===== config.mk =====
export PLATFORM = sky130hd
export DESIGN_NAME = three_channel_echo_ranging_alert
export DESIGN_NICKNAME = d
export VERILOG_FILES = /design/src/hdl/tcera_pkg.sv /design/src/hdl/tcera_div.sv /design/src/hdl/tcera_dp.sv /design/src/hdl/tcera_ctrl.sv /design/src/hdl/three_channel_echo_ranging_alert.sv
export VERILOG_INCLUDE_DIRS = /design/src /design/src/hdl
export SDC_FILE = /design/constraint.sdc
export NUM_CORES = 1
export LEC_CHECK = 0
export ABC_AREA = 1
export BUFFER_PORTS_ARGS = -buffer_cell sky130_fd_sc_hd__buf_2
export CAP_MARGIN = 10
export CORE_ASPECT_RATIO = 1.5
export CORE_MARGIN = 4
export CORE_UTILIZATION = 35
export DETAILED_ROUTE_END_ITERATION = 8
export GPL_ROUTABILITY_DRIVEN = 0
export SLEW_MARGIN = 10
export SYNTH_ARGS = -nofsm -noshare
export SYNTH_HDL_FRONTEND = slang
export SYNTH_SLANG_ARGS = --single-unit

===== constraint.sdc =====
create_clock -name aclk -period 12.25 [get_ports aclk]
set_clock_uncertainty 0.1 [all_clocks]
set_input_delay 0.6125 -clock aclk [delete_from_list [all_inputs] [get_ports aclk]]
set_output_delay 0.6125 -clock aclk [all_outputs]
set_load 0.02 [all_outputs]

===== src/hdl/three_channel_echo_ranging_alert_defines.svh =====
// Assertion macros used by the echo ranging alert controller.
`ifndef THREE_CHANNEL_ECHO_RANGING_ALERT_DEFINES_SVH
`define THREE_CHANNEL_ECHO_RANGING_ALERT_DEFINES_SVH

// Same-cycle implication, disabled while reset is asserted.
`define TCERA_ASSERT_IMP(lbl, clk, rst_n, ante, cons) \
    lbl: assert property (@(posedge clk) disable iff (!rst_n) (ante) |-> (cons)) \
        else $error("tcera: implication check failed");

// Next-cycle implication, disabled while reset is asserted.
`define TCERA_ASSERT_NXT(lbl, clk, rst_n, ante, cons) \
    lbl: assert property (@(posedge clk) disable iff (!rst_n) (ante) |=> (cons)) \
        else $error("tcera: next-cycle check failed");

`endif


===== src/hdl/tcera_pkg.sv =====
// Package: widths, register indexes, op codes and control structs.
`timescale 1ns / 1ps

package tcera_pkg;

    localparam int TIMER_BITS = 16;
    localparam int SUM_BITS   = 24;

    localparam int BOUND_W = 10;
    localparam int TICKS_W = 16;
    localparam int SAMP_W  = 8;
    localparam int LIM_W   = BOUND_W + SAMP_W;
    localparam int CH_W    = 2;
    localparam int NUM_CH  = 3;
    localparam int CFG_IDX_W  = 2;
    localparam int CFG_DATA_W = 16;

    localparam int DIV_CNT_W = $clog2(TIMER_BITS);

    localparam int S_TDATA_W = ((TIMER_BITS + 7) / 8) * 8;
    localparam int S_TUSER_W = CH_W + 1;
    localparam int M_TDATA_W = ((3 + CH_W + SUM_BITS + 7) / 8) * 8;
    localparam int M_TUSER_W = 1 + CH_W;

    localparam logic [BOUND_W-1:0] BOUND_RST = BOUND_W'(70);
    localparam logic [TICKS_W-1:0] TICKS_RST = TICKS_W'(377);
    localparam logic [SAMP_W-1:0]  SAMP_RST  = SAMP_W'(50);

    localparam logic [CFG_IDX_W-1:0] REG_BOUND   = 2'd0;
    localparam logic [CFG_IDX_W-1:0] REG_TICKS   = 2'd1;
    localparam logic [CFG_IDX_W-1:0] REG_SAMPLES = 2'd2;

    localparam logic [CH_W-1:0] CH_LEFT   = 2'd0;
    localparam logic [CH_W-1:0] CH_MIDDLE = 2'd1;
    localparam logic [CH_W-1:0] CH_RIGHT  = 2'd2;

    typedef enum logic [1:0] {
        OP_NONE,
        OP_RISE,
        OP_ROUND,
        OP_ADD
    } op_t;

    typedef struct packed {
        logic load;
        logic div_start;
        logic commit;
        op_t  op;
    } cmd_t;

    typedef struct packed {
        logic hit;
        logic rising;
        logic round_end;
        logic div_done;
        logic out_free;
    } sts_t;

endpackage


===== src/hdl/tcera_div.sv =====
// Restoring divider, one quotient bit per cycle.
`timescale 1ns / 1ps

module tcera_div (
    input  logic                             aclk,
    input  logic                             aresetn,
    input  logic                             start,
    input  logic [tcera_pkg::TIMER_BITS-1:0] dividend,
    input  logic [tcera_pkg::TIMER_BITS-1:0] divisor,
    output logic                             done,
    output logic [tcera_pkg::TIMER_BITS-1:0] quotient
);
    import tcera_pkg::*;

    logic                  busy_reg, busy_next;
    logic                  done_reg, done_next;
    logic [DIV_CNT_W-1:0]  cnt_reg, cnt_next;
    logic [TIMER_BITS-1:0] rem_reg, rem_next;
    logic [TIMER_BITS-1:0] quo_reg, quo_next;
    logic [TIMER_BITS-1:0] dvs_reg, dvs_next;
    logic [TIMER_BITS:0]   trial;

    always_comb begin
        busy_next = busy_reg;
        done_next = 1'b0;
        cnt_next  = cnt_reg;
        rem_next  = rem_reg;
        quo_next  = quo_reg;
        dvs_next  = dvs_reg;
        trial     = {rem_reg, quo_reg[TIMER_BITS-1]} - {1'b0, dvs_reg};
        if (start) begin
            busy_next = 1'b1;
            cnt_next  = '0;
            rem_next  = '0;
            quo_next  = dividend;
            dvs_next  = divisor;
        end else if (busy_reg) begin
            if (!trial[TIMER_BITS]) begin
                rem_next = trial[TIMER_BITS-1:0];
                quo_next = {quo_reg[TIMER_BITS-2:0], 1'b1};
            end else begin
                rem_next = {rem_reg[TIMER_BITS-2:0], quo_reg[TIMER_BITS-1]};
                quo_next = {quo_reg[TIMER_BITS-2:0], 1'b0};
            end
            cnt_next = cnt_reg + 1'b1;
            if (cnt_reg == DIV_CNT_W'(TIMER_BITS - 1)) begin
                busy_next = 1'b0;
                done_next = 1'b1;
            end
        end
    end

    always_ff @(posedge aclk) begin
        if (!aresetn) begin
            busy_reg <= 1'b0;
            done_reg <= 1'b0;
            cnt_reg  <= '0;
        end else begin
            busy_reg <= busy_next;
            done_reg <= done_next;
            cnt_reg  <= cnt_next;
        end
        rem_reg <= rem_next;
        quo_reg <= quo_next;
        dvs_reg <= dvs_next;
    end

    assign done     = done_reg;
    assign quotient = quo_reg;

endmodule


===== src/hdl/tcera_dp.sv =====
// Datapath: settings, per-sensor state, divider, flag limit, output register.
`timescale 1ns / 1ps

module tcera_dp (
    input  logic                             aclk,
    input  logic                             aresetn,
    input  logic                             cfg_valid,
    input  logic [tcera_pkg::CFG_IDX_W-1:0]  cfg_index,
    input  logic [tcera_pkg::CFG_DATA_W-1:0] cfg_data,
    input  logic [tcera_pkg::CH_W-1:0]       in_ch,
    input  logic                             in_rise,
    input  logic [tcera_pkg::TIMER_BITS-1:0] in_time,
    input  tcera_pkg::cmd_t                  cmd,
    output tcera_pkg::sts_t                  sts,
    output logic                             out_valid,
    input  logic                             out_ready,
    output logic [tcera_pkg::M_TDATA_W-1:0]  out_tdata,
    output logic [tcera_pkg::M_TUSER_W-1:0]  out_tuser
);
    import tcera_pkg::*;

    logic [BOUND_W-1:0] bound_reg;
    logic [TICKS_W-1:0] ticks_reg;
    logic [SAMP_W-1:0]  samples_reg;
    logic [LIM_W-1:0]   lim_reg;

    logic [CH_W-1:0]       item_ch_reg;
    logic                  item_rise_reg;
    logic [TIMER_BITS-1:0] item_time_reg;

    logic [CH_W-1:0]       active_reg, active_next;
    logic                  back_reg, back_next;
    logic [TIMER_BITS-1:0] rise_reg  [NUM_CH], rise_next  [NUM_CH];
    logic [SAMP_W-1:0]     tally_reg [NUM_CH], tally_next [NUM_CH];
    logic [SUM_BITS-1:0]   run_reg   [NUM_CH], run_next   [NUM_CH];
    logic [SUM_BITS-1:0]   fin_reg   [NUM_CH], fin_next   [NUM_CH];

    logic                  out_valid_reg;
    logic [M_TDATA_W-1:0]  out_tdata_reg, out_tdata_next;
    logic [M_TUSER_W-1:0]  out_tuser_reg, out_tuser_next;

    logic [TIMER_BITS-1:0] width;
    logic [TIMER_BITS-1:0] divisor;
    logic [TIMER_BITS-1:0] quotient;
    logic                  div_done;
    logic [SUM_BITS:0]     sum_wide;
    logic [SUM_BITS-1:0]   sum_sat;
    logic [NUM_CH-1:0]     near;

    assign width   = item_time_reg - rise_reg[active_reg];
    assign divisor = (ticks_reg == '0) ? TIMER_BITS'(1) : TIMER_BITS'(ticks_reg);

    tcera_div u_div (
        .aclk     (aclk),
        .aresetn  (aresetn),
        .start    (cmd.div_start),
        .dividend (width),
        .divisor  (divisor),
        .done     (div_done),
        .quotient (quotient)
    );

    assign sum_wide = {1'b0, run_reg[active_reg]} + (SUM_BITS + 1)'(quotient);
    assign sum_sat  = sum_wide[SUM_BITS] ? {SUM_BITS{1'b1}} : sum_wide[SUM_BITS-1:0];

    assign sts.hit       = (item_ch_reg == active_reg);
    assign sts.rising    = item_rise_reg;
    assign sts.round_end = (tally_reg[active_reg] == samples_reg);
    assign sts.div_done  = div_done;
    assign sts.out_free  = !out_valid_reg || out_ready;

    always_comb begin
        active_next = active_reg;
        back_next   = back_reg;
        rise_next   = rise_reg;
        tally_next  = tally_reg;
        run_next    = run_reg;
        fin_next    = fin_reg;
        case (cmd.op)
            OP_RISE: begin
                rise_next[active_reg] = item_time_reg;
            end
            OP_ROUND: begin
                fin_next[active_reg]   = run_reg[active_reg];
                run_next[active_reg]   = '0;
                tally_next[active_reg] = '0;
                case (active_reg)
                    CH_LEFT: begin
                        active_next = CH_MIDDLE;
                        back_next   = 1'b0;
                    end
                    CH_MIDDLE: begin
                        active_next = back_reg ? CH_LEFT : CH_RIGHT;
                    end
                    default: begin
                        active_next = CH_MIDDLE;
                        back_next   = 1'b1;
                    end
                endcase
            end
            OP_ADD: begin
                run_next[active_reg]   = sum_sat;
                tally_next[active_reg] = tally_reg[active_reg] + 1'b1;
            end
            default: begin
            end
        endcase
        for (int i = 0; i < NUM_CH; i++) begin
            near[i] = (fin_next[i] != '0) &&
                      ((SUM_BITS + LIM_W)'(fin_next[i]) <= (SUM_BITS + LIM_W)'(lim_reg));
        end
        // tdata: near_left, near_middle, near_right, serving_channel, done_sum
        out_tdata_next = M_TDATA_W'({(cmd.op == OP_ROUND) ? run_reg[active_reg]
                                                           : {SUM_BITS{1'b0}},
                                     active_next, near[2], near[1], near[0]});
        // tuser: average_done, done_channel
        out_tuser_next = (cmd.op == OP_ROUND) ? {active_reg, 1'b1} : {CH_W'(0), 1'b0};
    end

    always_ff @(posedge aclk) begin
        if (!aresetn) begin
            bound_reg     <= BOUND_RST;
            ticks_reg     <= TICKS_RST;
            samples_reg   <= SAMP_RST;
            active_reg    <= CH_LEFT;
            back_reg      <= 1'b0;
            out_valid_reg <= 1'b0;
            for (int i = 0; i < NUM_CH; i++) begin
                rise_reg[i]  <= '0;
                tally_reg[i] <= '0;
                run_reg[i]   <= '0;
                fin_reg[i]   <= '0;
            end
        end else begin
            if (cfg_valid) begin
                case (cfg_index)
                    REG_BOUND:   bound_reg   <= cfg_data[BOUND_W-1:0];
                    REG_TICKS:   ticks_reg   <= cfg_data[TICKS_W-1:0];
                    REG_SAMPLES: samples_reg <= cfg_data[SAMP_W-1:0];
                    default: begin
                    end
                endcase
            end
            if (cmd.commit) begin
                active_reg    <= active_next;
                back_reg      <= back_next;
                rise_reg      <= rise_next;
                tally_reg     <= tally_next;
                run_reg       <= run_next;
                fin_reg       <= fin_next;
                out_valid_reg <= 1'b1;
            end else if (out_ready) begin
                out_valid_reg <= 1'b0;
            end
        end
        lim_reg <= LIM_W'(bound_reg) * LIM_W'(samples_reg);
        if (cmd.load) begin
            item_ch_reg   <= in_ch;
            item_rise_reg <= in_rise;
            item_time_reg <= in_time;
        end
        if (cmd.commit) begin
            out_tdata_reg <= out_tdata_next;
            out_tuser_reg <= out_tuser_next;
        end
    end

    assign out_valid = out_valid_reg;
    assign out_tdata = out_tdata_reg;
    assign out_tuser = out_tuser_reg;

endmodule


===== src/hdl/tcera_ctrl.sv =====
// Controller: sequences accept, decode, divide and commit for one beat.
`timescale 1ns / 1ps

`include "three_channel_echo_ranging_alert_defines.svh"

module tcera_ctrl (
    input  logic            aclk,
    input  logic            aresetn,
    input  logic            in_valid,
    output logic            in_ready,
    input  tcera_pkg::sts_t sts,
    output tcera_pkg::cmd_t cmd
);
    import tcera_pkg::*;

    typedef enum logic [1:0] {
        ST_IDLE,
        ST_DECODE,
        ST_DIV,
        ST_COMMIT
    } state_t;

    state_t state_reg, state_next;
    op_t    op_reg, op_next;
    logic   take;

    assign in_ready = (state_reg == ST_IDLE);
    assign take     = in_valid && in_ready;

    always_comb begin
        state_next    = state_reg;
        op_next       = op_reg;
        cmd.load      = 1'b0;
        cmd.div_start = 1'b0;
        cmd.commit    = 1'b0;
        cmd.op        = OP_NONE;
        case (state_reg)
            ST_IDLE: begin
                if (in_valid) begin
                    cmd.load   = 1'b1;
                    state_next = ST_DECODE;
                end
            end
            ST_DECODE: begin
                if (!sts.hit) begin
                    op_next = OP_NONE;
                end else if (sts.rising) begin
                    op_next = OP_RISE;
                end else if (sts.round_end) begin
                    op_next = OP_ROUND;
                end else begin
                    op_next = OP_ADD;
                end
                if (sts.hit && !sts.rising && !sts.round_end) begin
                    cmd.div_start = 1'b1;
                    state_next    = ST_DIV;
                end else begin
                    state_next = ST_COMMIT;
                end
            end
            ST_DIV: begin
                if (sts.div_done) begin
                    state_next = ST_COMMIT;
                end
            end
            ST_COMMIT: begin
                cmd.op = op_reg;
                if (sts.out_free) begin
                    cmd.commit = 1'b1;
                    state_next = ST_IDLE;
                end
            end
            default: begin
                state_next = ST_IDLE;
            end
        endcase
    end

    always_ff @(posedge aclk) begin
        if (!aresetn) begin
            state_reg <= ST_IDLE;
            op_reg    <= OP_NONE;
        end else begin
            state_reg <= state_next;
            op_reg    <= op_next;
        end
    end

    `TCERA_ASSERT_NXT(a_take_decodes, aclk, aresetn, take, state_reg == ST_DECODE)
    `TCERA_ASSERT_IMP(a_commit_free, aclk, aresetn, cmd.commit, sts.out_free)
    `TCERA_ASSERT_NXT(a_div_to_commit, aclk, aresetn, (state_reg == ST_DIV) && sts.div_done,
                      state_reg == ST_COMMIT)
    `TCERA_ASSERT_IMP(a_div_only_add, aclk, aresetn, cmd.div_start,
                      sts.hit && !sts.rising && !sts.round_end)

endmodule


===== src/hdl/three_channel_echo_ranging_alert.sv =====
// Top level: three-sensor ultrasonic echo ranging with proximity alerts.
//
//  channel  dir  handshake          payload
//  -------  ---  -----------------  ---------------------------------------------
//  s_       in   s_tvalid/s_tready  tdata capture_time; tuser channel, edge_rising
//  m_       out  m_tvalid/m_tready  tdata flags, serving ch, sum; tuser done info
//  cfg_     in   cfg_valid/ready    cfg_index, cfg_data (bound, ticks, samples)
//
// Rising edges, edges on an idle sensor and round-ending falling edges go
// from decode straight to the commit step; a summing falling edge first
// waits in the divide step for the 16-step shared restoring divider (one
// quotient bit per cycle). The input is freed once the result is committed.
// One beat is in flight at a time; a new beat is taken while the last result
// waits in the output register. A held m_tready stalls only the commit step.
// aresetn is synchronous, active low, and restores all settings, per-sensor and control state.
`timescale 1ns / 1ps

module three_channel_echo_ranging_alert (
    input  logic                             aclk,
    input  logic                             aresetn,
    // input beats
    input  logic                             s_tvalid,
    output logic                             s_tready,
    input  logic [tcera_pkg::S_TDATA_W-1:0]  s_tdata,   // [15:0] capture_time
    input  logic [tcera_pkg::S_TUSER_W-1:0]  s_tuser,   // [1:0] channel, [2] edge_rising
    // result beats
    output logic                             m_tvalid,
    input  logic                             m_tready,
    // [0] near_left, [1] near_middle, [2] near_right, [4:3] serving_channel,
    // [28:5] done_sum, upper bits zero
    output logic [tcera_pkg::M_TDATA_W-1:0]  m_tdata,
    output logic [tcera_pkg::M_TUSER_W-1:0]  m_tuser,   // [0] average_done, [2:1] done_channel
    // settings writes
    input  logic                             cfg_valid,
    output logic                             cfg_ready,
    input  logic [tcera_pkg::CFG_IDX_W-1:0]  cfg_index,
    input  logic [tcera_pkg::CFG_DATA_W-1:0] cfg_data
);
    import tcera_pkg::*;

    cmd_t cmd;
    sts_t sts;

    // settings always taken; sender must write them only while no beat is in flight; unchecked
    assign cfg_ready = 1'b1;

    tcera_ctrl u_ctrl (
        .aclk     (aclk),
        .aresetn  (aresetn),
        .in_valid (s_tvalid),
        .in_ready (s_tready),
        .sts      (sts),
        .cmd      (cmd)
    );

    tcera_dp u_dp (
        .aclk      (aclk),
        .aresetn   (aresetn),
        .cfg_valid (cfg_valid),
        .cfg_index (cfg_index),
        .cfg_data  (cfg_data),
        .in_ch     (s_tuser[CH_W-1:0]),
        .in_rise   (s_tuser[CH_W]),
        .in_time   (s_tdata[TIMER_BITS-1:0]),
        .cmd       (cmd),
        .sts       (sts),
        .out_valid (m_tvalid),
        .out_ready (m_tready),
        .out_tdata (m_tdata),
        .out_tuser (m_tuser)
    );

endmodule


==> impl_metrics.tcl <==
set metrics [dict create \
    mapped_area_um2 23240 \
    cts_root_buffer "clkbuf_16" \
    flops_latches_synth 381 \
    critPathArrivalTime_ns 5.14 \
    outcome "completed" \
    pre_cts_ws_ns 7.534 \
    global_route_wire_length_before_repair_mm 99.44 \
    floorplan.initialDensity_pct 35.35 \
    drv_slew 0 \
    drt_pre_antenna_iters 5 \
    final_sum_of_negative_setup_slack_ns 0 \
    layout_min_cycle_time_ns 4.736 \
    wl_mm 61.98 \
    clockBufferDepth 3 \
    power_leakage_nw 12.33 \
    layout-drive-gt1-share_pct 8.245 \
    die_w_um 218.4 \
    drv.max_cap_violation_count 0 \
    synth_top_flop_cell "dfxtp_1" \
    drc_errors 0 \
    layout_commonest_cell "nand2_1" \
    core.rowCount 115 \
    hpwl_reported_at_the_end_of_detailed_placement_mm 44.63 \
    number_of_global_route_vias_before_repair 18744 \
    cts.repair_timing.setup_buffer_count 0 \
    report.final.setup_viol 0 \
    place_inst 3930 \
    worstHoldPathType "in -> reg" \
    power.density_cell_area_nw_per_um2 152.4 \
    tritoncts "built" \
    top_achievable_clock_speed_mhz 211.1 \
    nets 3335 \
    timing.critical_path.fanout_max 30 \
    ctsHtreeMaxLevel 2 \
    drt.antenna.violating_nets 0 \
    cts.sink_count 381 \
    power.share.switching_pct 33.60 \
    worstPathCellList "inv_6, nor2_8, buf_4, nand2_1, nand3_1, ha_1, inv_1, fa_1, inv_1, nand3_1, nand3_1, nand3_1, nand2_1, nand2_1, nand2_1, nand3_4, a21oi_1, nand2_1, a21oi_1" \
    power.share.combinational_pct 26.8 \
    ys_async_sr_fraction_pct 0 \
    finalCritPeriodShare_pct 38.66 \
    vias 19593 \
    critical_path_buffer_and_inverter_count 4 \
    die_h_um 323.6 \
    intPower_mw 2.583 \
    fraction_of_the_yosys_area_taken_by_sequential_cells_pct 36.39 \
    viasPerCell 4.891 \
    grt_use_total_pct 17.33 \
    crit_required_ns 12.65 \
    grt_antenna_before_repair 0 \
    timing.critical_path.from_type "flop" \
    core_um2 65760 \
    final_cell_mix "706 x nand2_1, 477 x inv_1, 298 x dfxtp_1, 253 x a21oi_1, 237 x nor2_1" \
    crit_path_frequent_cell "nand2_1" \
    synth.avg_cell_area_um2 7.457 \
    layout-area-overhead-vs-synth_pct 9.873 \
    seq_power_share_pct 38.6 \
    critical-path-max-stage-delay_ns 0.86 \
    post_cts_hold_buffer_count 0 \
    netlist_instances 3117 \
    slowest_stage "dfxtp_1" \
    design.die.area_um2 70680 \
    timing.final.hold_violations 0 \
    cts-resized-gates 0 \
    design.portCount 80 \
    slew_headroom_pct 23.06 \
    first_drt_iteration_drcs 1265 \
    layout.cells.non_filler 4006 \
    end_kind "flop" \
    antennaDiodeCount 0 \
    globalRouteOverflowTotal 0 \
    numPortBuffers 75 \
    vdd_drop_max_mv 0.1508 \
    synth.yosys.warnings 0 \
    yosysUniqueCellTypes 56 \
    synth_edf_count 83 \
    timing.critical_path.max_delay_family "simple AND/OR/NAND/NOR gates" \
    avgRoutedWirePerCell_um 15.47 \
    type_of_the_worst_setup_path "reg -> reg" \
    unrepaired_setup_endpoints_after_global_routing "no" \
    clkTransAtPathRegs_ns 0.06 \
    clk_latency_ns 0.58 \
    switching_power_mw 1.307 \
    clockPowerShare_pct 34.5 \
    worst_slew_pin_slew_ns 1.153 \
    cts_made_buffers 42 \
    grt_start_max_net_pins 122 \
    layout_setup_ws_ns 7.514 \
]
final cells by class:
cell class	instances	area [um^2]
inverter	489	1852
sequential	381	8458
clock buffer	54	1169
fill	6939	40220
tap	877	1097
multi-input combinational	2088	12160
clock inverter	22	276.5
timing repair buffer	95	525.5
metrics by stage:
step                total power, mW  hold slack [ns]  cell area [um^2]  util (%)
finish                        3.891           0.1118             25540     38.84
global route                  4.138          0.09598             25540     38.84
CTS                           3.931          0.07609             25540     38.84
detailed placement            2.575           0.3161             24090     36.64
global placement              2.562           0.3133             24090     36.64
floorplan                     2.309           0.3300             23250         -
worst paths after layout:
kind / start / end / slack [ns] / cells past startpoint
max: u_dp.active_reg[1]$_SDFFE_PN0P_ / u_dp.run_reg[9]$_SDFFE_PN0P_ / 7.51 / 19
min: s_tdata[10] / u_dp.item_time_reg[10]$_DFFE_PP_ / 0.11 / 1
max reg2reg: u_dp.active_reg[1]$_SDFFE_PN0P_ / u_dp.run_reg[9]$_SDFFE_PN0P_ / 7.51 / 19
min reg2reg: u_dp.ticks_reg[2]$_SDFFE_PN0P_ / u_dp.u_div.dvs_reg[2]$_SDFFCE_PN0P_ / 0.33 / 0
kinds of logic after synthesis:
group                    count (synthesis)  synth area share [%]
AO/OA/AOI/OAI                          619                 15.46
XOR/XNOR                                64                 2.412
adder cells (fa/ha/maj)                196                 12.20
buffers and inverters                  650                 11.40
flip-flops                             381                 36.39
other                                    2               0.03231
AND/OR/NAND/NOR                       1205                 22.11
power groups by stage:
stage / clock network (mW) / registers, mW / logic, mW
3_3_place_gp: 0 / 1.53 / 1.03
2_1_floorplan: 0 / 1.51 / 0.801
3_5_place_dp: 0 / 1.53 / 1.04
4_1_cts: 1.38 / 1.50 / 1.05
6_report: 1.34 / 1.50 / 1.04
5_1_grt: 1.43 / 1.52 / 1.20
routing by layer:
| metal | up-vias | wire length (um) | global-route usage [%] |
|---|---|---|---|
| met5 | - | 0 | 0 |
| met4 | 0 | 2159 | 6.379 |
| met3 | 111 | 2449 | 2.136 |
| met2 | 387 | 30830 | 30.98 |
| met1 | 9111 | 26540 | 21.37 |
| li1 | 9984 | - | - |
synthesized netlist by cell type, types with 6 or more instances:
cell type | count | share of area [%]
buf_2 | 26 | 0.56
nand4_1 | 25 | 0.67
nor4_1 | 7 | 0.19
a21o_1 | 9 | 0.29
dfxtp_1 | 298 | 26
inv_2 | 7 | 0.11
a22o_1 | 11 | 0.41
xnor2_1 | 37 | 1.4
buf_4 | 12 | 0.39
a21oi_4 | 10 | 0.70
edfxtp_1 | 83 | 11
nand3_2 | 26 | 1.1
a22oi_1 | 12 | 0.39
nor2_1 | 239 | 3.9
nand2_2 | 6 | 0.16
nand3_1 | 155 | 3.3
a21oi_1 | 253 | 5.4
nor3_1 | 21 | 0.45
inv_1 | 477 | 7.7
buf_1 | 10 | 0.16
a21oi_2 | 26 | 0.98
ha_1 | 145 | 7.8
o21ai_0 | 204 | 4.4
o21ai_1 | 8 | 0.17
xor2_1 | 27 | 1.0
fa_1 | 51 | 4.4
o21a_1 | 6 | 0.19
clkbuf_1 | 97 | 1.6
o21bai_1 | 10 | 0.32
nand2_1 | 707 | 11
o211ai_1 | 14 | 0.45
o22ai_1 | 40 | 1.1
buf_6 | 14 | 0.68
worst reg2reg max path, stage by stage, from the launching register on:
cell     delay (ns)
dfxtp_1        0.86
inv_6          0.15
nor2_8         0.33
buf_4          0.42
nand2_1        0.10
nand3_1        0.12
ha_1           0.18
inv_1          0.05
fa_1           0.39
inv_1          0.09
nand3_1        0.07
nand3_1        0.11
nand3_1        0.11
nand2_1        0.12
nand2_1        0.07
nand2_1        0.19
nand3_4        0.50
a21oi_1        0.47
nand2_1        0.10
a21oi_1        0.14
Note: power is estimated with default switching activity, not from simulation.
